==> config.mk <==
export PLATFORM = sky130hd
export DESIGN_NAME = sensor_frame_crc_decode
export DESIGN_NICKNAME = d
export VERILOG_FILES = /design/src/sfcd_pkg.sv /design/src/sensor_frame_crc_decode.sv /design/src/sfcd_frame.sv /design/src/sfcd_temp.sv
export SDC_FILE = /design/constraint.sdc
export NUM_CORES = 1
export LEC_CHECK = 0
export ABC_AREA = 1
export BUFFER_PORTS_ARGS = -buffer_cell sky130_fd_sc_hd__buf_2
export CORE_MARGIN = 2
export CORE_UTILIZATION = 40
export DETAILED_ROUTE_END_ITERATION = 6
export SLEW_MARGIN = 5
export SYNTH_ARGS = -nofsm -noshare
export SYNTH_HDL_FRONTEND = slang
export SYNTH_SLANG_ARGS = --single-unit
==> constraint.sdc <==
create_clock -name clk -period 9 [get_ports clk]
set_input_delay 1.8 -clock clk [delete_from_list [all_inputs] [get_ports clk]]
set_output_delay 1.8 -clock clk [all_outputs]
set_load 0.01 [all_outputs]
==> src/sfcd_pkg.sv <==
// Package for the sensor frame CRC decoder: frame positions, CRC and
// temperature conversion constants, the frame result struct and the CRC-8 step.
// No dependencies.
`default_nettype none

package sfcd_pkg;

	localparam int POS_W = 3;
	localparam int BYTE_W = 8;
	localparam int WORD_W = 16;
	localparam int TEMP_W = 12;
	localparam int QUOT_W = 11;
	localparam int PROD_W = WORD_W + QUOT_W;

	// byte positions in a frame
	localparam logic [POS_W-1:0] POS_T_HI  = 3'd0;
	localparam logic [POS_W-1:0] POS_T_LO  = 3'd1;
	localparam logic [POS_W-1:0] POS_T_CRC = 3'd2;
	localparam logic [POS_W-1:0] POS_H_HI  = 3'd3;
	localparam logic [POS_W-1:0] POS_H_LO  = 3'd4;
	localparam logic [POS_W-1:0] POS_H_CRC = 3'd5;

	localparam logic [BYTE_W-1:0] CRC_POLY = 8'h31;
	localparam logic [BYTE_W-1:0] CRC_INIT = 8'hFF;

	localparam logic [QUOT_W-1:0]        T_SPAN   = 11'd1750;
	localparam logic [WORD_W:0]          T_FULL   = 17'd65535;
	localparam logic signed [TEMP_W-1:0] T_OFFSET = 12'sd450;
	localparam logic signed [TEMP_W-1:0] T_MIN    = -12'sd450;
	localparam logic signed [TEMP_W-1:0] T_MAX    = 12'sd1300;

	typedef struct packed {
		logic              last;   // byte completes the frame
		logic              bad;    // either CRC mismatched
		logic [WORD_W-1:0] humid;
	} frame_res_t;

	// CRC-8, MSB first, one byte
	function automatic logic [BYTE_W-1:0] crc_byte(input logic [BYTE_W-1:0] crc,
		input logic [BYTE_W-1:0] b);
		logic [BYTE_W-1:0] c;
		c = crc ^ b;
		for (int k = 0; k < BYTE_W; k++) begin
			if (c[BYTE_W-1]) begin
				c = {c[BYTE_W-2:0], 1'b0} ^ CRC_POLY;
			end else begin
				c = {c[BYTE_W-2:0], 1'b0};
			end
		end
		return c;
	endfunction

endpackage

`default_nettype wire

==> src/sensor_frame_crc_decode.sv <==
// Sensor readout frame decoder: input register, frame tracker, result register.
// A frame's last byte passes the input register, then the result register, before its result is offered.
// Throughput: one byte per cycle; only a stalled result whose successor is
// the last byte of the next frame holds the input.
// Reset: asynchronous, active low; clears position, CRC status and valid flags.
// Depends on sfcd_pkg, sfcd_frame, sfcd_temp.
`default_nettype none

module sensor_frame_crc_decode import sfcd_pkg::*; (
	input  wire logic                     clk,
	input  wire logic                     arst_n,
	input  wire logic                     in_valid,
	output logic                          in_stall,
	input  wire logic [BYTE_W-1:0]        rx_byte,
	input  wire logic                     frame_start,
	output logic                          out_valid,
	input  wire logic                     out_stall,
	output logic                          status,
	output logic signed [TEMP_W-1:0]      temperature_tenths,
	output logic [WORD_W-1:0]             humidity_raw
);

	logic              valid_s1;
	logic [BYTE_W-1:0] byte_s1;
	logic              start_s1;

	logic                     out_valid_q;
	logic                     status_q;
	logic signed [TEMP_W-1:0] temp_q;
	logic [WORD_W-1:0]        humid_q;

	frame_res_t               fres;
	logic [WORD_W-1:0]        temp_word;
	logic signed [TEMP_W-1:0] tenths;
	logic                     step;

	assign in_stall = valid_s1 && fres.last && out_valid_q && out_stall;
	assign step     = valid_s1 && !in_stall;

	always_ff @(posedge clk or negedge arst_n) begin
		if (!arst_n) begin
			valid_s1 <= 1'b0;
		end else if (!in_stall) begin
			valid_s1 <= in_valid;
		end
	end

	always_ff @(posedge clk) begin
		if (!in_stall && in_valid) begin
			byte_s1  <= rx_byte;
			start_s1 <= frame_start;
		end
	end

	sfcd_frame u_frame (
		.clk       (clk),
		.arst_n    (arst_n),
		.step      (step),
		.byte_in   (byte_s1),
		.start_in  (start_s1),
		.res       (fres),
		.temp_word (temp_word)
	);

	sfcd_temp u_temp (
		.clk       (clk),
		.arst_n    (arst_n),
		.temp_word (temp_word),
		.tenths    (tenths)
	);

	always_ff @(posedge clk or negedge arst_n) begin
		if (!arst_n) begin
			out_valid_q <= 1'b0;
		end else if (step && fres.last) begin
			out_valid_q <= 1'b1;
		end else if (!out_stall) begin
			out_valid_q <= 1'b0;
		end
	end

	always_ff @(posedge clk) begin
		if (step && fres.last) begin
			status_q <= fres.bad;
			temp_q   <= fres.bad ? '0 : tenths;
			humid_q  <= fres.humid;
		end
	end

	assign out_valid          = out_valid_q;
	assign status             = status_q;
	assign temperature_tenths = temp_q;
	assign humidity_raw       = humid_q;

`ifndef NO_ASSERTIONS
	a_stall_cause: assert property (@(posedge clk) disable iff (!arst_n)
		in_stall |-> (out_valid_q && out_stall && fres.last))
		else $error("input held without a blocked result");
	a_err_zero: assert property (@(posedge clk) disable iff (!arst_n)
		(out_valid && status) |-> (temperature_tenths == '0))
		else $error("temperature not zero on checksum error");
	a_temp_range: assert property (@(posedge clk) disable iff (!arst_n)
		(out_valid && !status) |->
		(temperature_tenths >= T_MIN && temperature_tenths <= T_MAX))
		else $error("temperature out of range");
	a_result_src: assert property (@(posedge clk) disable iff (!arst_n)
		$rose(out_valid) |-> $past(step && fres.last))
		else $error("result without a final frame byte");
`endif

endmodule

`default_nettype wire

==> src/sfcd_frame.sv <==
// Frame tracker: byte position, running CRC, received words and CRC status.
// Depends on sfcd_pkg.
`default_nettype none

module sfcd_frame import sfcd_pkg::*; (
	input  wire logic              clk,
	input  wire logic              arst_n,
	input  wire logic              step,
	input  wire logic [BYTE_W-1:0] byte_in,
	input  wire logic              start_in,
	output frame_res_t             res,
	output logic [WORD_W-1:0]      temp_word
);

	logic [POS_W-1:0]  pos_q;
	logic [BYTE_W-1:0] crc_q;
	logic [WORD_W-1:0] temp_word_q;
	logic [WORD_W-1:0] humid_word_q;
	logic              failed_q;

	logic [POS_W-1:0]  pos_eff;
	logic [BYTE_W-1:0] crc_base;
	logic [BYTE_W-1:0] crc_upd;
	logic              mismatch;

	always_comb begin
		if (start_in || pos_q > POS_H_CRC) begin
			pos_eff = POS_T_HI;
		end else begin
			pos_eff = pos_q;
		end
		crc_base = (pos_eff == POS_T_HI || pos_eff == POS_H_HI) ? CRC_INIT : crc_q;
		crc_upd  = crc_byte(crc_base, byte_in);
		mismatch = byte_in != crc_q;
	end

	assign res.last  = pos_eff == POS_H_CRC;
	assign res.bad   = failed_q || mismatch;
	assign res.humid = humid_word_q;
	assign temp_word = temp_word_q;

	always_ff @(posedge clk or negedge arst_n) begin
		if (!arst_n) begin
			pos_q        <= POS_T_HI;
			crc_q        <= CRC_INIT;
			temp_word_q  <= '0;
			humid_word_q <= '0;
			failed_q     <= 1'b0;
		end else if (step) begin
			pos_q <= (pos_eff == POS_H_CRC) ? POS_T_HI : pos_eff + 3'd1;
			case (pos_eff)
				POS_T_HI: begin
					crc_q       <= crc_upd;
					temp_word_q <= {byte_in, 8'h00};
				end
				POS_T_LO: begin
					crc_q       <= crc_upd;
					temp_word_q <= {temp_word_q[WORD_W-1:BYTE_W], byte_in};
				end
				POS_T_CRC: begin
					failed_q <= mismatch;
				end
				POS_H_HI: begin
					crc_q        <= crc_upd;
					humid_word_q <= {byte_in, 8'h00};
				end
				POS_H_LO: begin
					crc_q        <= crc_upd;
					humid_word_q <= {humid_word_q[WORD_W-1:BYTE_W], byte_in};
				end
				default: begin
				end
			endcase
		end
	end

`ifndef NO_ASSERTIONS
	a_pos_range: assert property (@(posedge clk) disable iff (!arst_n)
		pos_q <= POS_H_CRC)
		else $error("frame position out of range");
`endif

endmodule

`default_nettype wire

==> src/sfcd_temp.sv <==
// Temperature conversion: floor(word * 1750 / 65535) - 450 in tenths of a degree.
// Product registered, then divide by 65535 with one correction step. Depends on sfcd_pkg.
`default_nettype none

module sfcd_temp import sfcd_pkg::*; (
	input  wire logic                     clk,
	input  wire logic                     arst_n,
	input  wire logic [WORD_W-1:0]        temp_word,
	output logic signed [TEMP_W-1:0]      tenths
);

	logic [PROD_W-1:0] prod_q;
	logic [QUOT_W-1:0] q0;
	logic [WORD_W:0]   r0;
	logic [QUOT_W-1:0] quot;

	// word is stable for several transfers before the last byte arrives
	always_ff @(posedge clk) begin
		prod_q <= PROD_W'(temp_word) * PROD_W'(T_SPAN);
	end

	// x = q0*65536 + lo = q0*65535 + (lo + q0); remainder stays below 2*65535
	always_comb begin
		q0     = prod_q[PROD_W-1:WORD_W];
		r0     = {1'b0, prod_q[WORD_W-1:0]} + (WORD_W+1)'(q0);
		quot   = (r0 >= T_FULL) ? q0 + 11'd1 : q0;
		tenths = signed'({1'b0, quot}) - T_OFFSET;
	end

`ifndef NO_ASSERTIONS
	a_quot_range: assert property (@(posedge clk) disable iff (!arst_n)
		quot <= T_SPAN)
		else $error("temperature quotient above span");
`endif

endmodule

`default_nettype wire
[Word-level counts from Yosys, hierarchy flattened]
Index checks and enable logic that the tools add are counted.
Widths: inputs -> output; s select.
Storage, ports and cells
  flip-flop bits (word level): 110
  input bits: 13
  logic and storage cells: 76
Operators by class
  $add $sub $neg: 4
  multipliers: 1
  order comparisons: 2
  equal/unequal tests: 7
  mux-type cells: 16
  bitwise gates (word level): 11
  reduce and logical (&&, ||, !) cells: 20
Operator list (count)
  $pmux 16 s2: 2
  $mux 6: 8
  $mul 16x10->26 const B: 1
  $not 3->3: 8
  $add 16x11->17: 1
  $ge 17x16->1 const B: 1
  $sub 11x9->12 const B: 1
  $add 11x1->11 const B: 1
  $mux 11: 1
  $mux 8: 1
  $ne 8x8->1: 1
  $reduce_and 2->1: 4
  $xor 8x8->8: 1
  $eq 3x2->1 const B: 2
  $eq 3x3->1 const B: 2
  $logic_and 1x1->1: 6
  $mux 3: 2
  $reduce_and 3->1: 2
  $reduce_bool 2->1: 2
  $reduce_or 4->1: 1
  $add 3x1->3 const B: 1
  $eq 3x1->1 const B: 1
  $gt 3x3->1 const B: 1
  $logic_not 3->1: 1
  other kinds (5): 9

[Logic depth before layout (Yosys ltp)]
  depth in word-level cells: 23
  gate-level depth with buffers: 25

[Cells and area by module]
A second synthesis with hierarchy kept.
Unflattened totals
  cell total of the unflattened synthesis: 1035
  area total of the unflattened synthesis: 9029.9 um^2
By module, submodules not included
  sfcd_temp: instances 1, cells each 680, area an instance 5387.7 um^2, seq. area each 520.5 um^2
  sfcd_frame: instances 1, cells each 280, area an instance 2297.2 um^2, seq. area each 1111.1 um^2
  sensor_frame_crc_decode: instances 1, cells each 75, area an instance 1345.0 um^2, seq. area each 1191.1 um^2

[Least setup slack after synthesis]
No wires, ideal clock.
  path type: register to register
  from: register u_frame.temp_word_q[8] (netlist: u_frame.temp_word[8])
  to: register u_temp.prod_q[26]
  setup time: 0.123 ns
  arrival: 4.356 ns
  required time: 8.877 ns
  path slack: 4.521 ns
  stages on the path, launching flop included: 18
  buffers on the path: 0
  clock period less this slack: 4.479 ns
  path through: dfrtp_1 ha_1 inv_1 fa_1 inv_1 fa_1 fa_1 inv_1 fa_1 inv_1 ha_1 a21oi_1 o21a_1 a21boi_1 o21bai_1 a21boi_1 o21ai_1 xor2_1
On the way
  longest elaborated chain between the ends: 1
RTL lines
  from (decl): line sfcd_frame.sv:17  | logic [WORD_W-1:0] temp_word_q;
  from (signal assigned): line sfcd_frame.sv:54  | temp_word_q <= {byte_in, 8'h00};
  from (signal assigned): line sfcd_frame.sv:58  | temp_word_q <= {temp_word_q[WORD_W-1:BYTE_W], byte_in};
  $mul 16x10->26: line sfcd_temp.sv:19  | prod_q <= PROD_W'(temp_word) * PROD_W'(T_SPAN);
  to (signal assigned): line sfcd_temp.sv:19
  to (decl): line sfcd_temp.sv:12  | logic [PROD_W-1:0] prod_q;
No other way between the ends.
A chain may end at the register's enable or synchronous reset.

[Worst setup path in the final report]
  from: register u_frame.temp_word_q[10] (netlist: u_frame.temp_word[10])
  to: register u_temp.prod_q[23]
The elaborated chain is that of the path after synthesis.

==> impl_metrics.ini <==
[clock_tree]
cts_tree = yes
cts.reportedPaths.clkPinSlew_ps = 80
cts.sinks = 110
clock_latency_ps = 360
cts_root_buffer = clkbuf_16
htree_num_levels = 3
cts_setup_buffers = 0
cts_buffers = 9
cts.path.max_buffers = 2
postCtsHoldBufs = 0
cts_resized = 0

[route]
first_pass_iters = 4
wl_mm = 18.2
wl_per_cell_um = 13.7
drc_errors = 0
num_vias = 6222
drtIter0Drc = 305
via_per_inst = 4.70
ant_nets = 0

[finish]
drive_above_1_share = 0.105
fin_cells = 1325
area_delta_synth_final_pct = 9.52
fin_nets = 1215
antenna_cells = 0
n_fill_cell = 2135
fin_area_um2 = 9660

[worst_setup_path]
critPathCaptureType = flip-flop
regToRegEndpoint = u_temp.prod_q[23]
reg2reg_slack_ps = 4160
critPathArrivalTime_ps = 5080
cp.required_ps = 9240
critical_path_class = flip-flop to flip-flop
reg2regPathDepth = 17
worstSetupStartpointType = flip-flop
crit_fanout = 6
rr_startpoint = u_frame.temp_word[10]

[hold_path]
worstHoldStart = u_frame.humid_word_q[0]
hold_depth = 0
hold_end = humidity_raw[0]
hold_class = flip-flop to flip-flop

[floorplanning]
fp.coreArea_um2 = 21800
die_x_um = 152
start_util = 0.405
dieArea_um2 = 23200
die_y_um = 152
pin_count = 44
num_rows = 54

[synthesis]
synth_area_leader_cell = ha_1
synth_common_cells = inv_1, nand2_1, ha_1
ys_seq_area_frac = 0.320
synth.most_common_cell = inv_1
ys_warn_count = 0
yosysTopAreaCellShare = 0.142
synthesis.nets = 1168
synth_area_um2 = 8820
synth_top_flop_cell = edfxtp_1
synthArstFlopShare = 0.418
syn-instance-count = 993
synth_edf_count = 38
ys_seq_elements = 110
ys_types = 50
synth_area_per_cell_um2 = 8.88
synth_area_leaders = ha_1, fa_1, edfxtp_1

[global_route]
antenna_found_initial = 0
grt_pass1_vias = 6188
track_usage = 0.163
grt-ovfl-total = 0
grt_pass1_wl_mm = 30.7
grt_max_degree = 47

[timing]
maxSlewViolCount = 0
rsz0062_at_grt = no
hold_violations = 0
setup_tns_ps = 0
fmax_ghz = 0.207
max-slew-margin-rel = 0.298
fin_crit_ps = 4840
skew_ps = 12.8
tightest_slew_ps = 1050
fin_crit_sh = 0.538
fin_ws_ps = 4160
setup_viol = 0

[placed_design]
place_hpwl_mm = 15.2
port_buffers = 43
dpl.cell_count = 1309
dpl-instance-area_um2 = 9340
place_congestion = 0.893
place_ws_ps = 4150

[outcome]
status = finished, final reports clean

[job]
maxCapViolations = 0
[worst max path at each step]
| stage | slack [ps] | start | to |
|---|---|---|---|
| 3_5_place_dp | 4150 | u_frame.temp_word[10] | u_temp.prod_q[23] |
| 4_1_cts | 4140 | u_frame.temp_word[10] | u_temp.prod_q[23] |
| 2_1_floorplan | 4520 | u_frame.temp_word[8] | u_temp.prod_q[26] |
| 6_report | 4160 | u_frame.temp_word[10] | u_temp.prod_q[23] |
| 3_3_place_gp | 4310 | u_frame.temp_word[10] | u_temp.prod_q[23] |
| 5_1_grt | 3850 | u_frame.temp_word[5] | u_temp.prod_q[26] |
[worst max-delay path, cell delays in order, from the launching register on]
cell      delay (ps)
dfrtp_1          480
ha_1             380
fa_1             540
inv_1             60
fa_1             530
inv_1             60
fa_1             530
inv_1             50
fa_1             500
inv_1             40
ha_1             360
a21oi_1          230
o221ai_1         180
a21oi_1          250
nor3_1            80
nor2_1           150
o21ai_0          120
xor2_1           150
[state kept, by name, indices dropped and copies added (netlist names)]
register	count
start_s1	1
u_frame.failed_q	1
u_frame.humid_word_q	16
u_frame.temp_word	16
u_frame.crc_q	8
u_temp.prod_q	26
valid_s1	1
u_frame.pos_q	3
temperature_tenths	12
status	1
humidity_raw	16
byte_s1	8
out_valid	1
[kinds of logic after synthesis]
kind of cell               synth area share
and+or+nand+nor                       0.171
buffers and inverters                0.0946
adders and majority gates             0.283
AOI/OAI and AO/OA                    0.0749
DFF                                   0.320
xor gates and xnor gates             0.0563
[per-layer routing]
metal	vias to the layer above	global-route usage	part of all wire
li1	3250	-	-
met1	2877	0.218	0.47
met2	80	0.281	0.49
met3	15	0.0233	0.026
met4	0	0.0414	0.013
met5	-	0	0
[per-stage QoR]
| stage | hold WS (ps) | util |
|---|---|---|
| final | 442 | 0.444 |
| after global routing | 449 | 0.444 |
| after floorplan | 419 | - |
| after detailed placement | 426 | 0.429 |
| after global placement | 430 | 0.429 |
| after CTS | 445 | 0.444 |
[layout make-up]
class | instances | area, µm² | share of cell area
clock buffers | 9 | 225 | 0.0233
clock inverters | 7 | 92.6 | 0.00959
inverters | 208 | 781 | 0.0808
multi-input cells | 667 | 5160 | 0.535
flip-flops and latches | 110 | 2820 | 0.292
well taps | 280 | 350 | 0.0363
repair buffers | 44 | 223 | 0.0231
[cell usage in the layout, fill, tap and decap left out, types with 3 or more instances in the layout]
cell       instances
inv_1            201
nand2_1          178
ha_1             100
fa_1              62
nor2_1            48
nand3_1           47
o21ai_0           47
buf_2             43
edfxtp_1          38
dfrtp_1           38
a21oi_1           37
xor2_1            28
dfxtp_1           26
xnor2_1           25
nand2_2           12
nand4_1            9
clkbuf_16          9
nor3_1             8
dfstp_2            8
inv_2              6
o21ai_1            6
nor2_2             5
nand2_4            5
o21a_1             5
a21boi_1           4
nand3b_1           4
nor4_1             4
nand3_2            3
a31oi_1            3
nor2_4             3
o21ai_2            3
o22ai_1            3
Power is not shown: default switching activity piles up to over one toggle a cycle in this logic, so the estimate is an artifact.
